==> src/design/gic_pkg.sv <==
// shared constants and types for the gamepad input conditioner
// no dependencies; used by the core, the root/divide unit and the checker
package gic_pkg;

  localparam int IDLE_COUNT_BITS = 24;
  localparam logic [IDLE_COUNT_BITS-1:0] IDLE_MAX = {IDLE_COUNT_BITS{1'b1}};

  localparam logic [14:0] FULL_SCALE  = 15'd32767;
  localparam logic [7:0]  TRIG_FULL   = 8'd255;
  localparam logic [15:0] MASK_START  = 16'h0010;
  localparam logic [15:0] MASK_A      = 16'h1000;
  localparam logic [15:0] COARSE_AXIS = 16'hC000;

  localparam logic [14:0] STICK_DZ_RST  = 15'd7864;
  localparam logic [7:0]  TRIG_DZ_RST   = 8'd30;
  localparam logic [14:0] DIR_THR_RST   = 15'd9830;

  // operand widths of the shared root/divide unit
  localparam int DIVIDEND_W = 46;
  localparam int DIVISOR_W  = 31;
  localparam int RADICAND_W = 32;
  localparam int QUOT_W     = 16;

  typedef enum logic [1:0] {
    CFG_PAD_DISABLED = 2'd0,
    CFG_STICK_DZ     = 2'd1,
    CFG_TRIG_DZ      = 2'd2,
    CFG_DIR_THR      = 2'd3
  } cfg_index_t;

  typedef enum logic [1:0] {
    UOP_DIV  = 2'b01,
    UOP_SQRT = 2'b10
  } unit_op_t;

  typedef struct packed {
    logic     start;
    unit_op_t op;
  } unit_req_t;

  typedef struct packed {
    logic              busy;
    logic              done;
    logic [QUOT_W-1:0] result;
  } unit_rsp_t;

endpackage

==> src/design/gic_root_div.sv <==
// shared iterative unit: restoring divide or digit-by-digit square root
// one quotient/root bit per cycle; depends on gic_pkg
module gic_root_div import gic_pkg::*; (
  input  logic                  clk,
  input  logic                  rst_n,
  input  unit_req_t             req,
  input  logic [DIVIDEND_W-1:0] operand_a,
  input  logic [DIVISOR_W-1:0]  operand_b,
  output unit_rsp_t             rsp
);

  logic                  busy_r;
  logic                  done_r;
  unit_op_t              op_r;
  logic [3:0]            cnt_r;
  logic [DIVIDEND_W-1:0] rem_r;
  logic [DIVIDEND_W-1:0] dsh_r;
  logic [QUOT_W-1:0]     q_r;

  logic [19:0]           rem2;
  logic [DIVIDEND_W-1:0] sub_a;
  logic [DIVIDEND_W-1:0] sub_b;
  logic [DIVIDEND_W:0]   diff;
  logic                  fits;

  // one subtractor serves both operations
  always_comb begin
    rem2 = {rem_r[17:0], dsh_r[RADICAND_W-1 -: 2]};
    if (op_r == UOP_DIV) begin
      sub_a = rem_r;
      sub_b = dsh_r;
    end else begin
      sub_a = DIVIDEND_W'(rem2);
      sub_b = DIVIDEND_W'({q_r, 2'b01});
    end
    diff = {1'b0, sub_a} - {1'b0, sub_b};
    fits = !diff[DIVIDEND_W];
  end

  // control
  always_ff @(posedge clk) begin
    if (!rst_n) begin
      busy_r <= 1'b0;
      done_r <= 1'b0;
      cnt_r  <= '0;
    end else begin
      done_r <= 1'b0;
      if (req.start && !busy_r) begin
        busy_r <= 1'b1;
        cnt_r  <= 4'd15;
      end else if (busy_r) begin
        cnt_r <= cnt_r - 4'd1;
        if (cnt_r == 4'd0) begin
          busy_r <= 1'b0;
          done_r <= 1'b1;
        end
      end
    end
  end

  // datapath
  always_ff @(posedge clk) begin
    if (req.start && !busy_r) begin
      op_r <= req.op;
      q_r  <= '0;
      if (req.op == UOP_DIV) begin
        rem_r <= operand_a;
        dsh_r <= {operand_b, 15'd0};
      end else begin
        rem_r <= '0;
        dsh_r <= DIVIDEND_W'(operand_a[RADICAND_W-1:0]);
      end
    end else if (busy_r) begin
      q_r <= {q_r[QUOT_W-2:0], fits};
      if (op_r == UOP_DIV) begin
        if (fits) rem_r <= diff[DIVIDEND_W-1:0];
        dsh_r <= dsh_r >> 1;
      end else begin
        rem_r <= fits ? diff[DIVIDEND_W-1:0] : DIVIDEND_W'(rem2);
        dsh_r <= DIVIDEND_W'({dsh_r[RADICAND_W-3:0], 2'b00});
      end
    end
  end

  assign rsp.busy   = busy_r;
  assign rsp.done   = done_r;
  assign rsp.result = q_r;

endmodule

==> src/design/gamepad_input_conditioner_core.sv <==
// gamepad input conditioner top level: handshakes, edge detect, counters, sequencer
// depends on gic_pkg and gic_root_div
//
// One item is a gamepad poll; one result item comes back per poll. A valid
// poll runs a sequencer over one shared 30x16 multiplier and one shared
// 16-step root/divide unit: per stick a square root and two divides, per
// trigger one divide. That makes up to eight passes of the root/divide unit,
// and they set the time. A stick whose squared length is within its deadzone
// squared skips its passes, one whose clamped root is within the deadzone
// skips its divides, and a trigger at or below its deadzone skips its pass.
// A poll that is invalid or arrives while the pad is disabled repeats the
// last result. The next poll is taken while a finished result still waits
// on the output register; a finished result waits in the sequencer while
// that register is still full.
module gamepad_input_conditioner_core import gic_pkg::*; (
  input  logic               clk,
  input  logic               rst_n,
  input  logic               in_valid,
  output logic               in_ready,
  input  logic               in_poll_valid,
  input  logic [15:0]        in_button_word,
  input  logic signed [15:0] in_left_stick_x,
  input  logic signed [15:0] in_left_stick_y,
  input  logic signed [15:0] in_right_stick_x,
  input  logic signed [15:0] in_right_stick_y,
  input  logic [7:0]         in_left_trigger_raw,
  input  logic [7:0]         in_right_trigger_raw,
  output logic               out_valid,
  input  logic               out_ready,
  output logic [15:0]        out_held_buttons,
  output logic               out_any_press,
  output logic [23:0]        out_idle_polls,
  output logic [23:0]        out_idle_confirm_polls,
  output logic signed [15:0] out_left_out_x,
  output logic signed [15:0] out_left_out_y,
  output logic signed [15:0] out_right_out_x,
  output logic signed [15:0] out_right_out_y,
  output logic [14:0]        out_left_trigger_level,
  output logic [14:0]        out_right_trigger_level,
  output logic [7:0]         out_stick_directions,
  input  logic               cfg_valid,
  output logic               cfg_ready,
  input  logic [1:0]         cfg_index,
  input  logic [14:0]        cfg_data
);

  typedef enum logic [14:0] {
    ST_IDLE = 15'b000000000000001,
    ST_SQX  = 15'b000000000000010,
    ST_SQY  = 15'b000000000000100,
    ST_DZ   = 15'b000000000001000,
    ST_CMP  = 15'b000000000010000,
    ST_SQRT = 15'b000000000100000,
    ST_NUM  = 15'b000000001000000,
    ST_DEN  = 15'b000000010000000,
    ST_MX   = 15'b000000100000000,
    ST_DIVX = 15'b000001000000000,
    ST_MY   = 15'b000010000000000,
    ST_DIVY = 15'b000100000000000,
    ST_TRIG = 15'b001000000000000,
    ST_TDIV = 15'b010000000000000,
    ST_FIN  = 15'b100000000000000
  } state_t;

  // configuration registers
  logic        pad_disabled_r;
  logic [14:0] stick_dz_r;
  logic [7:0]  trig_dz_r;
  logic [14:0] dir_thr_r;

  // sample state
  logic [15:0]                prev_buttons_r;
  logic [3:0][15:0]           prev_axes_r;
  logic [IDLE_COUNT_BITS-1:0] idle_cnt_r;
  logic [IDLE_COUNT_BITS-1:0] confirm_cnt_r;
  logic [7:0]                 lraw_r;
  logic [7:0]                 rraw_r;

  // held result
  logic [15:0]       res_buttons_r;
  logic              res_press_r;
  logic [7:0]        res_dirs_r;
  logic [3:0][15:0]  res_stick_r;
  logic [1:0][14:0]  res_trig_r;

  // sequencer
  state_t      state_r;
  logic        sel_r;
  logic        phase_r;
  logic        live_r;
  logic [31:0] s_r;
  logic [45:0] p_r;
  logic [15:0] m_r;
  logic [29:0] num_r;
  logic [30:0] den_r;

  // shared multiplier
  logic [29:0] mul_a;
  logic [15:0] mul_b;
  logic [45:0] prod;

  unit_req_t   ureq;
  unit_rsp_t   ursp;
  logic [45:0] u_a;

  logic        in_acc;
  logic        out_free;
  logic [15:0] cur_x;
  logic [15:0] cur_y;
  logic [15:0] ax;
  logic [15:0] ay;
  logic [15:0] c_now;
  logic [15:0] c_held;
  logic [15:0] q_sat;
  logic [15:0] q_signed;
  logic [7:0]  raw_now;
  logic [15:0] fresh;
  logic        coarse_chg;
  logic [7:0]  dirs_now;

  gic_root_div u_root_div (
    .clk       (clk),
    .rst_n     (rst_n),
    .req       (ureq),
    .operand_a (u_a),
    .operand_b (den_r),
    .rsp       (ursp)
  );

  function automatic logic [3:0] dir_bits(input logic [15:0] x, input logic [15:0] y,
                                          input logic [14:0] thr);
    logic signed [16:0] xs;
    logic signed [16:0] ys;
    logic signed [16:0] ts;
    logic [3:0]         d;
    xs = $signed({x[15], x});
    ys = $signed({y[15], y});
    ts = $signed({2'b00, thr});
    d[0] = ys > ts;
    d[1] = ys < -ts;
    d[2] = xs < -ts;
    d[3] = xs > ts;
    return d;
  endfunction

  assign cfg_ready = 1'b1;
  assign in_ready  = (state_r == ST_IDLE);
  assign in_acc    = in_valid && in_ready;
  assign out_free  = !out_valid || out_ready;

  // current stick operands and magnitudes
  always_comb begin
    cur_x   = prev_axes_r[{sel_r, 1'b0}];
    cur_y   = prev_axes_r[{sel_r, 1'b1}];
    ax      = cur_x[15] ? (~cur_x + 16'd1) : cur_x;
    ay      = cur_y[15] ? (~cur_y + 16'd1) : cur_y;
    c_now   = (ursp.result > {1'b0, FULL_SCALE}) ? {1'b0, FULL_SCALE} : ursp.result;
    c_held  = (m_r > {1'b0, FULL_SCALE}) ? {1'b0, FULL_SCALE} : m_r;
    q_sat   = (ursp.result > {1'b0, FULL_SCALE}) ? {1'b0, FULL_SCALE} : ursp.result;
    q_signed = ((state_r == ST_DIVX) ? cur_x[15] : cur_y[15]) ? (~q_sat + 16'd1) : q_sat;
    raw_now = sel_r ? rraw_r : lraw_r;
    fresh   = ~prev_buttons_r & in_button_word;
    coarse_chg = (((in_left_stick_x ^ prev_axes_r[0]) & COARSE_AXIS) != 16'd0)
              || (((in_left_stick_y ^ prev_axes_r[1]) & COARSE_AXIS) != 16'd0)
              || (((in_right_stick_x ^ prev_axes_r[2]) & COARSE_AXIS) != 16'd0)
              || (((in_right_stick_y ^ prev_axes_r[3]) & COARSE_AXIS) != 16'd0);
    dirs_now = {dir_bits(res_stick_r[2], res_stick_r[3], dir_thr_r),
                dir_bits(res_stick_r[0], res_stick_r[1], dir_thr_r)};
  end

  // multiplier operand selection
  always_comb begin
    mul_a = '0;
    mul_b = '0;
    unique case (state_r)
      ST_SQX:  begin mul_a = 30'(ax); mul_b = ax; end
      ST_SQY:  begin mul_a = 30'(ay); mul_b = ay; end
      ST_DZ:   begin mul_a = 30'(stick_dz_r); mul_b = {1'b0, stick_dz_r}; end
      ST_NUM:  begin mul_a = 30'(c_held - {1'b0, stick_dz_r}); mul_b = {1'b0, FULL_SCALE}; end
      ST_DEN:  begin mul_a = 30'(m_r); mul_b = {1'b0, FULL_SCALE - stick_dz_r}; end
      ST_MX:   begin mul_a = num_r; mul_b = ax; end
      ST_MY:   begin mul_a = num_r; mul_b = ay; end
      ST_TRIG: begin mul_a = 30'(raw_now - trig_dz_r); mul_b = {1'b0, FULL_SCALE}; end
      default: begin mul_a = '0; mul_b = '0; end
    endcase
    prod = {16'd0, mul_a} * {30'd0, mul_b};
  end

  // root/divide requests
  always_comb begin
    ureq.start = 1'b0;
    ureq.op    = UOP_DIV;
    u_a        = p_r;
    if (state_r == ST_SQRT) begin
      ureq.start = !phase_r;
      ureq.op    = UOP_SQRT;
      u_a        = 46'(s_r);
    end else if (state_r == ST_DIVX || state_r == ST_DIVY || state_r == ST_TDIV) begin
      ureq.start = !phase_r;
    end
  end

  // configuration writes
  always_ff @(posedge clk) begin
    if (!rst_n) begin
      pad_disabled_r <= 1'b0;
      stick_dz_r     <= STICK_DZ_RST;
      trig_dz_r      <= TRIG_DZ_RST;
      dir_thr_r      <= DIR_THR_RST;
    end else if (cfg_valid && cfg_ready) begin
      unique case (cfg_index_t'(cfg_index))
        CFG_PAD_DISABLED: pad_disabled_r <= cfg_data[0];
        CFG_STICK_DZ:     stick_dz_r     <= cfg_data;
        CFG_TRIG_DZ:      trig_dz_r      <= cfg_data[7:0];
        CFG_DIR_THR:      dir_thr_r      <= cfg_data;
        default:          pad_disabled_r <= pad_disabled_r;
      endcase
    end
  end

  // sequencer and held state
  always_ff @(posedge clk) begin
    if (!rst_n) begin
      state_r        <= ST_IDLE;
      sel_r          <= 1'b0;
      phase_r        <= 1'b0;
      live_r         <= 1'b0;
      out_valid      <= 1'b0;
      prev_buttons_r <= '0;
      prev_axes_r    <= '0;
      idle_cnt_r     <= '0;
      confirm_cnt_r  <= '0;
      res_buttons_r  <= '0;
      res_press_r    <= 1'b0;
      res_dirs_r     <= '0;
      res_stick_r    <= '0;
      res_trig_r     <= '0;
    end else begin
      // result valid: set when a finished item is published, cleared when taken
      if (state_r == ST_FIN && out_free) out_valid <= 1'b1;
      else if (out_ready) out_valid <= 1'b0;
      unique case (state_r)
        ST_IDLE: begin
          if (in_acc) begin
            if (pad_disabled_r || !in_poll_valid) begin
              live_r  <= 1'b0;
              state_r <= ST_FIN;
            end else begin
              live_r <= 1'b1;
              idle_cnt_r <= (fresh != 16'd0) ? '0 :
                            ((idle_cnt_r == IDLE_MAX) ? idle_cnt_r
                                                      : idle_cnt_r + IDLE_COUNT_BITS'(1));
              confirm_cnt_r <= ((fresh & (MASK_A | MASK_START)) != 16'd0) ? '0 :
                               ((confirm_cnt_r == IDLE_MAX) ? confirm_cnt_r
                                : confirm_cnt_r + IDLE_COUNT_BITS'(1));
              res_press_r    <= (fresh != 16'd0) || coarse_chg;
              res_buttons_r  <= in_button_word;
              prev_buttons_r <= in_button_word;
              prev_axes_r    <= {in_right_stick_y, in_right_stick_x,
                                 in_left_stick_y, in_left_stick_x};
              lraw_r  <= in_left_trigger_raw;
              rraw_r  <= in_right_trigger_raw;
              sel_r   <= 1'b0;
              state_r <= ST_SQX;
            end
          end
        end
        ST_SQX: begin
          p_r     <= prod;
          state_r <= ST_SQY;
        end
        ST_SQY: begin
          s_r     <= p_r[31:0];
          p_r     <= prod;
          state_r <= ST_DZ;
        end
        ST_DZ: begin
          s_r     <= s_r + p_r[31:0];
          p_r     <= prod;
          state_r <= ST_CMP;
        end
        ST_CMP: begin
          if (s_r <= p_r[31:0]) begin
            res_stick_r[{sel_r, 1'b0}] <= '0;
            res_stick_r[{sel_r, 1'b1}] <= '0;
            sel_r   <= !sel_r;
            state_r <= sel_r ? ST_TRIG : ST_SQX;
          end else begin
            phase_r <= 1'b0;
            state_r <= ST_SQRT;
          end
        end
        ST_SQRT: begin
          if (!phase_r) begin
            phase_r <= 1'b1;
          end else if (ursp.done) begin
            phase_r <= 1'b0;
            m_r     <= ursp.result;
            // inside the deadzone after clamping to full scale
            if (c_now <= {1'b0, stick_dz_r}) begin
              res_stick_r[{sel_r, 1'b0}] <= '0;
              res_stick_r[{sel_r, 1'b1}] <= '0;
              sel_r   <= !sel_r;
              state_r <= sel_r ? ST_TRIG : ST_SQX;
            end else begin
              state_r <= ST_NUM;
            end
          end
        end
        ST_NUM: begin
          p_r     <= prod;
          state_r <= ST_DEN;
        end
        ST_DEN: begin
          num_r   <= p_r[29:0];
          p_r     <= prod;
          state_r <= ST_MX;
        end
        ST_MX: begin
          den_r   <= p_r[30:0];
          p_r     <= prod;
          state_r <= ST_DIVX;
        end
        ST_DIVX: begin
          if (!phase_r) begin
            phase_r <= 1'b1;
          end else if (ursp.done) begin
            phase_r <= 1'b0;
            res_stick_r[{sel_r, 1'b0}] <= q_signed;
            state_r <= ST_MY;
          end
        end
        ST_MY: begin
          p_r     <= prod;
          state_r <= ST_DIVY;
        end
        ST_DIVY: begin
          if (!phase_r) begin
            phase_r <= 1'b1;
          end else if (ursp.done) begin
            phase_r <= 1'b0;
            res_stick_r[{sel_r, 1'b1}] <= q_signed;
            sel_r   <= !sel_r;
            state_r <= sel_r ? ST_TRIG : ST_SQX;
          end
        end
        ST_TRIG: begin
          if (raw_now <= trig_dz_r || trig_dz_r == TRIG_FULL) begin
            res_trig_r[sel_r] <= '0;
            sel_r   <= !sel_r;
            state_r <= sel_r ? ST_FIN : ST_TRIG;
          end else begin
            p_r     <= prod;
            den_r   <= 31'(TRIG_FULL - trig_dz_r);
            phase_r <= 1'b0;
            state_r <= ST_TDIV;
          end
        end
        ST_TDIV: begin
          if (!phase_r) begin
            phase_r <= 1'b1;
          end else if (ursp.done) begin
            phase_r <= 1'b0;
            res_trig_r[sel_r] <= q_sat[14:0];
            sel_r   <= !sel_r;
            state_r <= sel_r ? ST_FIN : ST_TRIG;
          end
        end
        ST_FIN: begin
          if (out_free) begin
            if (live_r) res_dirs_r <= dirs_now;
            state_r <= ST_IDLE;
          end
        end
        default: state_r <= ST_IDLE;
      endcase
    end
  end

  // output register, loaded when the finished item is published
  always_ff @(posedge clk) begin
    if (state_r == ST_FIN && out_free) begin
      out_held_buttons        <= res_buttons_r;
      out_any_press           <= res_press_r;
      out_idle_polls          <= 24'(idle_cnt_r);
      out_idle_confirm_polls  <= 24'(confirm_cnt_r);
      out_left_out_x          <= res_stick_r[0];
      out_left_out_y          <= res_stick_r[1];
      out_right_out_x         <= res_stick_r[2];
      out_right_out_y         <= res_stick_r[3];
      out_left_trigger_level  <= res_trig_r[0];
      out_right_trigger_level <= res_trig_r[1];
      out_stick_directions    <= live_r ? dirs_now : res_dirs_r;
    end
  end

endmodule

==> config.mk <==
export PLATFORM = sky130hd
export DESIGN_NAME = gamepad_input_conditioner_core
export DESIGN_NICKNAME = d
export VERILOG_FILES = /design/src/design/gic_pkg.sv /design/src/design/gic_root_div.sv /design/src/design/gamepad_input_conditioner_core.sv
export SDC_FILE = /design/constraint.sdc
export NUM_CORES = 2
export LEC_CHECK = 0
export BUFFER_PORTS_ARGS = -buffer_cell sky130_fd_sc_hd__clkbuf_2
export CORE_UTILIZATION = 68
export DETAILED_ROUTE_END_ITERATION = 7
export GPL_ROUTABILITY_DRIVEN = 0
export PLACE_DENSITY = 0.87
export RECOVER_POWER = 25
export SYNTH_ARGS = -nofsm -noshare
export SYNTH_HDL_FRONTEND = slang
export SYNTH_HIERARCHICAL = 1
export SYNTH_SLANG_ARGS = --single-unit
export TNS_END_PERCENT = 100
==> constraint.sdc <==
create_clock -name clk -period 17.71 [get_ports clk]
set_input_delay 0.8855 -clock clk [delete_from_list [all_inputs] [get_ports clk]]
set_output_delay 0.8855 -clock clk [all_outputs]
set_load 0.02 [all_outputs]
==> flow_summary.json <==
{
  "cpMostUsedCell": "fa_1",
  "syn_to_final_growth_pct": 8.32,
  "crit_path_top_delay_cell": "dfxtp_4",
  "period_share_pct": 62.9,
  "core_area_um2": 79500,
  "cts_sinks": 743,
  "grtUsageTotal_pct": 39.9,
  "rows": 103,
  "fin_crit_ps": 11140,
  "hold_path.class": "input pin to flip-flop",
  "endpoint_kind": "flip-flop",
  "antenna_found_initial": 2,
  "violations": "design-rule violations, max-capacitance violations, max-slew violations",
  "die_h_um": 286,
  "layout-drive-gt1-share_pct": 8.03,
  "multiInputGateArea_um2": 32500,
  "avgViaCountPerCell": 6.55,
  "hold_violations": 0,
  "grtUsageMet2_pct": 64.3,
  "path_class": "flip-flop to flip-flop",
  "dr.pass1.iters": 8,
  "max_freq_mhz": 89.7,
  "grt-busiest-layer": "met2",
  "rsz0062_at_grt": "no",
  "netlist_instances": 5853,
  "setup_viol": 0,
  "grt_pass1_vias": 46400,
  "finClkSkew_ps": 49.1,
  "syn-cell-area_um2": 55000,
  "syn-num-nets": 6762,
  "synth_warnings": 6,
  "ios": 289,
  "drt_wl_total_mm": 163,
  "htreeDepth": 3,
  "worst_slew_pin_slew_ps": 2290,
  "vias": 46600,
  "io_buffers": 287,
  "clock_latency_ps": 650,
  "cts_hold_buffers": 0,
  "p_per_area_nw_per_um2": 66.0,
  "drc_errors": 11,
  "crit_fanout": 76,
  "slowest_delay_ps": 1020,
  "numCtsBuffers": 77,
  "dieArea_um2": 82000,
  "drv_cap": 3,
  "crit_path_start_kind": "flip-flop",
  "cts_buffer_depth": 3,
  "ff_latch_area_um2": 19200,
  "gr-usage-met1_pct": 48.2,
  "met3_usage_pct": 8.72,
  "drv_slew": 131,
  "path_clk_slew_ps": 70,
  "grt_pass1_wl_mm": 255,
  "worstPathRequired_ps": 18090,
  "grt_max_degree": 96,
  "worstPathArrival_ps": 11530,
  "cts.repair.resized": 0,
  "relSlewSlack_pct": -52.8,
  "holdWs_ps": 421,
  "initial_core_util_pct": 69.1,
  "nNetsFinal": 6899,
  "num-fill-cells": 5212,
  "grt.overflow.total": 0,
  "irDropWorstVdd_uv": 70.8,
  "drtAntennaViolNets": 0,
  "p_leak_nw": 25.4,
  "setup_tns_ps": 0,
  "die_w_um": 286,
  "place_hpwl_mm": 119,
  "postCtsSetupRepairBufs": 0,
  "root_buffer": "clkbuf_16",
  "status": "finished with violations",
  "cts_tree": "done",
  "syn_avg_cell_area_um2": 9.39,
  "initialDrtViolationCount": 6067,
  "routedWlPerCell_um": 23.0
}
worst max-delay path, delay by kind of cell, from the launching register on:
family / cells / cell delay, ps
compound gates: 8 / 2040
xor+xnor: 1 / 210
fa+ha+maj: 7 / 3440
buf+inv: 5 / 890
flops: 1 / 1020
simple gates: 9 / 3260
registers in the layout, indices dropped and copies added, names as in the netlist, 16 cells and up:
signal and flops:
out_left_out_y 16, out_right_out_y 16, u_root_div/q_r 16, out_idle_confirm_polls 24, res_stick_r 64, res_trig_r 30
m_r 16, idle_cnt_r 24, out_left_out_x 16, p_r 46, u_root_div/dsh_r 46, u_root_div/rem_r 46
num_r 30, den_r 31, confirm_cnt_r 24, s_r 32, out_right_out_x 16, out_held_buttons 16
out_idle_polls 24, res_buttons_r 16, prev_axes_r 64
layout make-up:
type / instances / area share, %
multi-input cells: 4222 / 54.5
flip-flops and latches: 743 / 32.3
inverters: 612 / 3.87
clock buffers: 95 / 3.56
repair buffers: 334 / 2.83
well taps: 1050 / 2.21
clock inverters: 48 / 0.748
diodes: 2 / 0.00841
power breakdown:
group          total [mW]  internal, mW  leakage (nW)  switching, mW
clock network        1.65         0.923          1.24          0.725
registers            1.91          1.87          6.27         0.0405
logic               0.366         0.111          17.9          0.255
total                3.93          2.91          25.4           1.02
per-layer routing:
layer  vias to the layer above  share of wire [%]
met1                     22200                 35
met2                      3244                 46
met4                         0                8.3
li1                      20200                  -
met3                       926                 11
met5                         -                  0
layout by cell type (no fill, tap or decap), drive strengths merged, types with 30 or more instances in the layout:
master and n:
a21o 88, a21oi 381, a22o 88, a31oi 40
and2 169, and3 38, buf 45, clkbuf 384
clkinv 31, dfxtp 311, edfxtp 432, fa 394
ha 396, inv 617, mux2i 53, nand2 1006
nand2b 58, nand3 52, nand4 77, nor2 305
nor2b 49, nor3 61, o211ai 34, o21a 42
o21ai 281, o21bai 30, xnor2 125, xor2 98
metrics by stage:
step / power, mW / area, µm² / std cells / util, % / setup WS, ps
6_report: 3.93 / 59500 / 7106 / 74.9 / 6570
4_1_cts: 3.91 / 59600 / 7104 / 75.0 / 6770
2_1_floorplan: 2.17 / 55000 / 5853 / - / 6920
3_5_place_dp: 2.30 / 57100 / 6961 / 71.8 / 6850
3_3_place_gp: 2.29 / 57100 / 6961 / 71.8 / 7130
5_1_grt: 4.02 / 59500 / 7106 / 74.9 / 5930
worst paths after layout:
| path | from | cells after the start | slack, ps | to |
|---|---|---|---|---|
| min | in_right_trigger_raw[5] | 1 | 420 | rraw_r[5] |
| min reg2reg | res_trig_r[12] | 0 | 430 | out_left_trigger_level[12] |
| max reg2reg | sel_r | 30 | 6570 | p_r[45] |
| max | sel_r | 30 | 6570 | p_r[45] |
Note: power is estimated with default switching activity, not from simulation.
